`src/hdl/mwcs_pkg.sv`:
```
// package: shared types and constants for the memory word change statistics block
`default_nettype none

package mwcs_pkg;

    // sample class carried with each input word
    typedef enum logic [1:0] {
        OP_RESYNC  = 2'd0,
        OP_NEUTRAL = 2'd1,
        OP_LEFT    = 2'd2,
        OP_RIGHT   = 2'd3
    } op_t;

    localparam logic [15:0] COUNT_MAX = 16'hFFFF;
    localparam logic [15:0] MIN_NONE  = 16'hFFFF;
    localparam logic [31:0] SUM_MAX   = 32'hFFFF_FFFF;
    localparam logic [15:0] HALF_TURN = 16'h8000;

    // widest index extension (entry count up to 2^20)
    localparam int unsigned IDX_EXT_W = 21;

    typedef struct packed {
        op_t         op;
        logic [15:0] entry_index;
        logic [15:0] word_value;
    } in_t;

    typedef struct packed {
        logic        changed;
        logic [15:0] neutral_count;
        logic [15:0] left_up_count;
        logic [15:0] left_down_count;
        logic [15:0] right_up_count;
        logic [15:0] right_down_count;
        logic [15:0] left_min_mag;
        logic [15:0] left_max_mag;
        logic [15:0] right_min_mag;
        logic [15:0] right_max_mag;
        logic [31:0] left_mag_total;
        logic [31:0] right_mag_total;
    } out_t;

    // one stored entry of the statistics table
    typedef struct packed {
        logic [15:0] prior;
        logic [15:0] neutral;
        logic [15:0] left_up;
        logic [15:0] left_fall;
        logic [15:0] right_up;
        logic [15:0] right_fall;
        logic [15:0] left_min;
        logic [15:0] left_max;
        logic [15:0] right_min;
        logic [15:0] right_max;
        logic [31:0] left_sum;
        logic [31:0] right_sum;
    } rec_t;

    localparam int unsigned REC_W = $bits(rec_t);

    localparam rec_t REC_RESET = '{
        prior:      16'h0000,
        neutral:    16'h0000,
        left_up:    16'h0000,
        left_fall:  16'h0000,
        right_up:   16'h0000,
        right_fall: 16'h0000,
        left_min:   MIN_NONE,
        left_max:   16'h0000,
        right_min:  MIN_NONE,
        right_max:  16'h0000,
        left_sum:   32'h0000_0000,
        right_sum:  32'h0000_0000
    };

    // controller to datapath
    typedef struct packed {
        logic clear_step;
        logic load_item;
        logic commit;
    } cmd_t;

    // datapath to controller
    typedef struct packed {
        logic clear_last;
        logic out_free;
    } sts_t;

endpackage

`default_nettype wire

```
`src/hdl/mwcs_ctrl.sv`:
```
// controller: clearing pass, word intake and commit sequencing
`default_nettype none

module mwcs_ctrl (
    input  wire logic          clk,
    input  wire logic          rst_n,
    input  wire logic          item_valid,
    output logic               item_stall,
    input  wire mwcs_pkg::sts_t sts,
    output mwcs_pkg::cmd_t     cmd
);

    import mwcs_pkg::*;

    typedef enum logic [2:0] {
        ST_CLEAR = 3'b001,
        ST_IDLE  = 3'b010,
        ST_CALC  = 3'b100
    } state_t;

    state_t state_reg;
    state_t state_next;

    // state register
    always_ff @(posedge clk or negedge rst_n)
    begin
        if (!rst_n)
        begin
            state_reg <= ST_CLEAR;
        end
        else
        begin
            state_reg <= state_next;
        end
    end

    // next state and commands
    always_comb
    begin
        state_next     = state_reg;
        cmd.clear_step = 1'b0;
        cmd.load_item  = 1'b0;
        cmd.commit     = 1'b0;
        item_stall     = 1'b1;
        unique case (state_reg)
            ST_CLEAR:
            begin
                cmd.clear_step = 1'b1;
                if (sts.clear_last)
                begin
                    state_next = ST_IDLE;
                end
            end
            ST_IDLE:
            begin
                item_stall    = 1'b0;
                cmd.load_item = item_valid;
                if (item_valid)
                begin
                    state_next = ST_CALC;
                end
            end
            ST_CALC:
            begin
                if (sts.out_free)
                begin
                    cmd.commit = 1'b1;
                    state_next = ST_IDLE;
                end
            end
            default:
            begin
                state_next = ST_CLEAR;
            end
        endcase
    end

endmodule

`default_nettype wire

```
`config.mk`:
```
export PLATFORM = sky130hd
export DESIGN_NAME = mwcs_ctrl
export DESIGN_NICKNAME = d
export VERILOG_FILES = /design/src/hdl/mwcs_pkg.sv /design/src/hdl/mwcs_ctrl.sv
export SDC_FILE = /design/constraint.sdc
export NUM_CORES = 1
export LEC_CHECK = 0
export BUFFER_PORTS_ARGS = -buffer_cell sky130_fd_sc_hd__buf_2
export CAP_MARGIN = 20
export CORE_AREA = 5 5 42 44
export CTS_BUF_LIST = sky130_fd_sc_hd__clkbuf_2 sky130_fd_sc_hd__clkbuf_4 sky130_fd_sc_hd__clkbuf_8
export DETAILED_ROUTE_END_ITERATION = 10
export DIE_AREA = 0 0 47 49
export MAX_ROUTING_LAYER = met4
export SETUP_SLACK_MARGIN = 0.5
export SLEW_MARGIN = 20
export SYNTH_ARGS = -nofsm -noshare
export SYNTH_HDL_FRONTEND = slang
export SYNTH_SLANG_ARGS = --single-unit
export TNS_END_PERCENT = 50
```
`constraint.sdc`:
```
create_clock -name clk -period 2.6 [get_ports clk]
set_input_delay 0.39 -clock clk [delete_from_list [all_inputs] [get_ports clk]]
set_output_delay 0.39 -clock clk [all_outputs]
set_load 0.01 [all_outputs]
```
======== After elaboration in Yosys (flattened, before gate mapping) ========
Index checks and enable logic that the tools add are counted.
cells by class
  equal/unequal tests ..................... 6
  mux-type cells .......................... 9
  reduce and logical (&&, ||, !) cells .... 1
operators with widths
  kind                                                                    number
  3-bit 2-to-1 mux                                                        3
  3-bit case mux with 3 select lines                                      1
  2-bit inequality test (second input constant)                           3
  1-bit 2-to-1 mux                                                        5
  3-bit by 1-bit equality test with 1-bit output (second input constant)  1
  3-bit by 2-bit equality test with 1-bit output (second input constant)  1
  3-bit equality test (second input constant)                             1
  3-bit AND reduction                                                     1
storage, ports and cells
  flip-flop bits (word level) ............. 3
  input bits .............................. 5
  output and inout port bits .............. 4

======== Longest topological paths before layout ========
Gate-level depths: netlist (run 1).
  word-level depth ........................ 3
  mapped depth ............................ 2
  mapped depth without buffers ............ 2

======== Worst setup path before layout (run 1) ========
Ideal clock, no wire load.
  path kind ............................... register -> output
  start ................................... register state_reg[2]
  end ..................................... output port cmd[1] (netlist name)
  data arrival time ....................... 1.023 ns
  required time ........................... 2.210 ns
  slack ................................... 1.187 ns
  cell stages (with the launch flop) ...... 3
  buffers on the path ..................... 0
  cell sequence ........................... dfrtp_1 or3b_1 nor2_1
RTL lines
  what                      line             RTL
  start: declaration        mwcs_ctrl.sv:21  state_t state_reg;
  start signal: assignment  mwcs_ctrl.sv:33  state_reg <= state_next;
  end: declaration          mwcs_ctrl.sv:10  output mwcs_pkg::cmd_t cmd

==> results.sh, run 1 <==
export IMPL_critPathBufInv=1
export IMPL_grt_pass1_vias=164
export IMPL_grt_start_max_net_pins=9
export IMPL_routedWlPerCell_microns=9.43
export IMPL_status="complete, no violations"
export IMPL_cts_resized_gates=0
export IMPL_startpoint="state_reg[1]"
export IMPL_powerDensity_nw_per_um2=1010
export IMPL_final_util_pct=19.6
export IMPL_crit_family="simple AND/OR/NAND/NOR gates"
export IMPL_ys_top_cells_by_area="dfrtp_1 (29%), dfstp_2 (15%), and4bb_1 (14%)"
export IMPL_wl_met3_microns=30
export IMPL_nets=36
export IMPL_synth_top_area_share_pct=28.6
export IMPL_cts_tree="done"
export IMPL_critPathKind="flop to output port"
export IMPL_totalWireLength_microns=434
export IMPL_antenna_found_initial=0
export IMPL_route_top_layer_used="met4"
export IMPL_dieHeight_microns=49
export IMPL_yosysUniqueCellTypes=11
export IMPL_cp_slowest_stage_delay_ps=440
export IMPL_cp_end_kind="output port"
export IMPL_finalCriticalPeriod_ps=1670
export IMPL_grt_overflow=0
export IMPL_finalCritPeriodShare_pct=64.3
export IMPL_hold_slack_ps=430
export IMPL_grt_usage_pct=4.34
export IMPL_die_width_microns=47
export IMPL_cpMaxStageDelayCell="dfrtp_1"
export IMPL_core_area_sq_um=1400
export IMPL_drt_iter0_drc=2
export IMPL_worstMarginPinSlew_ps=216
export IMPL_relSlewSlack_pct=85.6
export IMPL_max_freq_ghz=0.598
export IMPL_hold_viol_final=0
export IMPL_syn_to_final_growth_pct=57.1
export IMPL_cts_buffers=3
export IMPL_diodes=0
export IMPL_seq_area_frac_synth_pct=43.6
export IMPL_via_per_inst=3.78
export IMPL_clk_pin_slew_ps=40
export IMPL_synthCells=17
export IMPL_die_area_sq_um=2300
export IMPL_place_port_buffers=8
export IMPL_rows=14
export IMPL_setup_viol=0
export IMPL_htreeDepth=1
export IMPL_leakage_nw=0.140
export IMPL_clock_latency_ps=240
export IMPL_path_max_fanout=8
export IMPL_required_ps=2210
export IMPL_vias=174
export IMPL_root_buffer="clkbuf_4"
export IMPL_grt_pass1_wl_microns=607
export IMPL_finClkSkew_ps=1.21
export IMPL_dr_pass1_iters=2
export IMPL_yosysTopAreaCell="dfrtp_1"
export IMPL_cp_cell_sequence="or3b_1 > nor2_1 > buf_2"
export IMPL_finalPower_mw=0.279
export IMPL_largest_reg_flops=3
export IMPL_ys_warnings_count=0
export IMPL_io_pin_count=9
export IMPL_synth_nets=22
export IMPL_dp_hpwl_microns=312
export IMPL_rsz0062_at_grt="false"
export IMPL_synth_seq_cells=3
export IMPL_postRouteAntennaNets=0
export IMPL_avgSynthCellArea_sq_um=10.3
export IMPL_cap_violations=0
export IMPL_gp_congestion=0.620
export IMPL_crit_arrival_ps=1280
export IMPL_wl_met2_microns=204
export IMPL_synth_area_sq_um=175
export IMPL_floorplan_initialDensity_pct=12.5
export IMPL_cts_buffer_depth=2
export IMPL_reg2reg_from="state_reg[0]"
export IMPL_cp_start_kind="flop"
export IMPL_drc=0
export IMPL_setup_tns_ps=0
export IMPL_hold_class="input port to flop"
export IMPL_drive_gt1_share_pct=43.3
export IMPL_final_max_slew_viol_count=0
export IMPL_clock_sinks=3
export IMPL_min_from="sts[0]"
export IMPL_vdd_drop_max_uv=225
export IMPL_wl_met1_microns=182
-- synth_stat cells (all sizes together) --
library cell	count
inv	2
a311o	1
dfrtp	2
nor2	2
nor3	1
nand3b	1
and4bb	2
xor2	1
dfstp	1
or3b	2
a21oi	2
-- layer usage --
| metal | track usage (%) | vias to the layer above |
|---|---|---|
| met2 | 4.75 | 7 |
| met4 | 8.29 | 0 |
| met3 | 0 | 2 |
| met5 | - | - |
| li1 | - | 88 |
| met1 | 4.66 | 77 |
-- worst paths after layout --
path / end / slack [ps] / cells after the start
worst min-delay path: state_reg[2] / 430 / 3
worst max-delay path: cmd[1] / 930 / 3
max in group asynchronous: state_reg[0] / 1930 / 2
worst max register to register: state_reg[1] / 1470 / 2
worst min register to register: state_reg[0] / 540 / 2
min in group asynchronous: state_reg[2] / 480 / 2
-- cell type report --
type | count | area [sq um]
multi-input cells | 12 | 91.3
flip-flops and latches | 3 | 76.3
fillers | 171 | 1130
clock buffers | 4 | 30.0
inverters | 2 | 7.51
repair buffers | 9 | 50.0
well taps | 16 | 20.0
-- cell usage in the layout, fill, tap and decap left out --
cell and n:
a311o_1 1, or3b_1 2, nor2_1 2, dlygate4sd3_1 1, nor3_1 1, and4bb_1 2, dfrtp_1 2, inv_1 2
xor2_1 1, clkbuf_4 4, buf_2 8, a21oi_1 2, nand3b_1 1, dfstp_2 1
-- cells by family after synthesis --
logic type / share of synthesized area [%]
XOR/XNOR: 5.00
flip-flops: 43.6
buffers and inverters: 4.29
AO/OA/AOI/OAI: 11.4
AND/OR/NAND/NOR: 35.7
-- stage by stage --
step	std cells	setup slack [ps]	instance area (sq um)
after floorplan	17	1190	175
after global placement	41	1180	235
after detailed placement	41	1170	235
after CTS	46	910	275
after global routing	46	853	275
final	46	928	275
-- where the power goes --
part           internal, mW  leakage, nW  total [mW]  switching (mW)
logic                0.0488       0.0845      0.0889          0.0401
clock network        0.0680       0.0184      0.0942          0.0261
registers            0.0694       0.0371      0.0961          0.0267
-- worst reg2reg max path, delay by kind of cell (launching register included) --
family / cells / cell delay (ps)
and+or+nand+nor: 1 / 200
DFF: 1 / 550
AOI/OAI and AO/OA: 1 / 260
-- what timing repair did --
action | CTS | global route
hold buffers | 1 | 0
hold endpoints to repair | 2 | 0
setup buffers | 0 | 0
No activity file was read; power rests on OpenSTA's default activity.
==> run 2, diff against run 1 <==
--- a/config.mk
+++ b/config.mk
@@ -5,6 +5,7 @@
 export SDC_FILE = /design/constraint.sdc
 export NUM_CORES = 1
 export LEC_CHECK = 0
+export ABC_AREA = 1
 export BUFFER_PORTS_ARGS = -buffer_cell sky130_fd_sc_hd__buf_2
 export CAP_MARGIN = 20
 export CORE_AREA = 5 5 42 44
==> constraint.sdc (replaced) <==
create_clock -name clk -period 1.39 [get_ports clk]
set_input_delay 0.2085 -clock clk [delete_from_list [all_inputs] [get_ports clk]]
set_output_delay 0.2085 -clock clk [all_outputs]
set_load 0.01 [all_outputs]
==> run 2 against run 1 <==
Against the previous run: highest routed layer is now met3; count of clock-buffer cells in the layout is the same; die area is the same; critical path depth grew 1; core utilization grew 3.4 points; clock skew shrank 0.67 ps; sequential share of layout area shrank 4.1 points; largest power group is now combinational logic; critical endpoint unchanged.
==> results.sh, run 2 <==
export IMPL_grt_pass1_wl_microns=648
export IMPL_seqCellArea_sq_um=76.3
export IMPL_relSlewSlack_pct=89.3
export IMPL_rsz0062_at_grt="true"
export IMPL_clock_latency_ps=230
export IMPL_grt_pass1_vias=176
export IMPL_drive_gt1_share_pct=61.0
export IMPL_synthCells=26
export IMPL_synth_commonest_cells="inv_1 (6), nor2_1 (5), nand2_1 (4)"
export IMPL_nets=47
export IMPL_finClkSkew_ps=0.547
export IMPL_cts_buffers=3
export IMPL_via_per_inst=3.49
export IMPL_hold_class="input port to flop"
export IMPL_ys_top_cells_by_area="dfrtp_1 (28%), dfstp_2 (15%), inv_1 (13%)"
export IMPL_crit_arrival_ps=1090
export IMPL_path_max_fanout=5
export IMPL_synth_edff_count=0
export IMPL_hold_viol_final=0
export IMPL_dieHeight_microns=49
export IMPL_cts_buffer_depth=2
export IMPL_drt_iter0_drc=0
export IMPL_final_common_cell="buf_2"
export IMPL_cp_slowest_stage_delay_ps=560
export IMPL_grt_overflow=0
export IMPL_die_width_microns=47
export IMPL_dp_hpwl_microns=319
export IMPL_cp_end_kind="output port"
export IMPL_final_cells=57
export IMPL_finalPower_mw=0.662
export IMPL_synth_top_area_share_pct=28.0
export IMPL_die_area_sq_um=2300
export IMPL_leakage_nw=0.178
export IMPL_totalWireLength_microns=399
export IMPL_cp_cell_sequence="inv_2 > nand3_4 > nor2_2 > buf_2"
export IMPL_dp_cells=50
export IMPL_vias=199
export IMPL_clock_sinks=3
export IMPL_worstMarginPinSlew_ps=161
export IMPL_final_max_slew_viol_count=0
export IMPL_clk_pin_slew_ps=40
export IMPL_rows=14
export IMPL_grt_start_max_net_pins=6
export IMPL_critPathKind="flop to output port"
export IMPL_setup_tns_ps=0
export IMPL_layout_common_cells="buf_2 (7), inv_1 (4), nor2_2 (4), clkbuf_4 (4)"
export IMPL_avgSynthCellArea_sq_um=6.88
export IMPL_place_port_buffers=8
export IMPL_fillCellCount=170
export IMPL_synth_seq_cells=3
export IMPL_finalCritPeriodShare_pct=93.4
export IMPL_largest_reg_flops=3
export IMPL_io_pin_count=9
export IMPL_required_ps=1180
export IMPL_root_buffer="clkbuf_4"
export IMPL_grt_usage_pct=4.05
export IMPL_syn_to_final_growth_pct=80.4
export IMPL_synth_nets=31
export IMPL_setup_viol=0
export IMPL_dr_pass1_iters=1
export IMPL_ys_warnings_count=0
export IMPL_routedWlPerCell_microns=7.00
export IMPL_finalCriticalPeriod_ps=1300
export IMPL_htreeDepth=1
export IMPL_core_area_sq_um=1400
export IMPL_multi_input_area_sq_um=98.8
export IMPL_yosysUniqueCellTypes=11
export IMPL_final_util_pct=23.0
export IMPL_max_freq_ghz=0.771
export IMPL_cap_violations=0
export IMPL_status="complete, no violations"
export IMPL_cts_tree="done"
export IMPL_floorplan_initialDensity_pct=12.8
export IMPL_drc=0
export IMPL_yosysMostFrequentCell="inv_1"
export IMPL_antenna_found_initial=0
export IMPL_cp_start_kind="flop"
export IMPL_seq_area_frac_synth_pct=42.7
export IMPL_synthArstFlopShare_pct=100
export IMPL_yosys_most_used_dff="dfrtp_1"
export IMPL_powerDensity_nw_per_um2=2050
export IMPL_synth_area_sq_um=179
export IMPL_diodes=0
export IMPL_vdd_drop_max_uv=631
export IMPL_gp_congestion=0.712
export IMPL_yosysTopAreaCell="dfrtp_1"
export IMPL_postRouteAntennaNets=0
export IMPL_cpMaxStageDelayCell="dfstp_2"
-- run 2: changes by cell type after synthesis, moves of 2 or more --
| cell | before | now |
|---|---|---|
| nand2_1 | 0 | 4 |
| and4bb_1 | 2 | 0 |
| or3b_1 | 2 | 0 |
| nand3_1 | 0 | 3 |
| nor2_1 | 2 | 5 |
| a21oi_1 | 2 | 0 |
| inv_1 | 2 | 6 |
-- run 2: final timing paths --
check,startpoint,to,slack [ps],cells after the start
setup reg to reg,state_reg[0],state_reg[1],330,6
setup / recovery,state_reg[0],cmd[1],90,4
max in group asynchronous,rst_n,state_reg[0],890,2
hold reg to reg,state_reg[0],state_reg[0],560,2
hold / removal,sts[1],state_reg[0],250,4
min in group asynchronous,rst_n,state_reg[1],300,2
-- run 2: layout make-up --
class / instances / area share (%)
well taps: 16 / 6.20
repair buffers: 11 / 22.1
inverters: 7 / 8.14
flip-flops and latches: 3 / 23.6
multi-input cells: 16 / 30.6
clock buffers: 4 / 9.30
-- run 2: cell families (layout without fill, tap and decap cells) --
logic type,Yosys count,in the layout,share of synthesized area [%]
compound gates,1,1,2.79
buf+inv,7,22,14.7
flops,3,3,42.7
simple gates,15,15,39.9
-- run 2: timing repair --
action | in CTS | in global routing
gates resized for setup | 0 | 6
hold endpoints to repair | 3 | 0
hold buffers | 1 | 0
setup buffers | 1 | 1
pin swaps | 1 | 1
endpoints found under the setup margin | 6 | 7
-- run 2: per-stage QoR --
step,cell area (sq um),setup slack (ps),hold slack [ps]
after floorplan,191,431,-87.1
after global placement,251,313,4.01
after detailed placement,251,306,4.82
after CTS,299,76.6,250
after global routing,323,43.7,279
final,323,92.3,252
-- run 2: per-layer routing --
layer	wire length, microns	vias to the layer above	track usage, %
met5	0	-	-
met3	36	0	2.21
li1	-	108	-
met1	156	86	4.65
met4	0	0	2.76
met2	206	5	5.20
-- run 2: critical path, delay by kind of cell, from the launching register on --
| family | cells | cell delay (ps) |
|---|---|---|
| DFF | 1 | 560 |
| buffers and inverters | 2 | 180 |
| and+or+nand+nor | 2 | 120 |
-- run 2: where the power goes --
group          leakage [nW]  switching, mW  internal [mW]
registers            0.0367         0.0455          0.135
logic                 0.123          0.160          0.149
clock network        0.0184         0.0447          0.127
total                 0.178          0.251          0.411
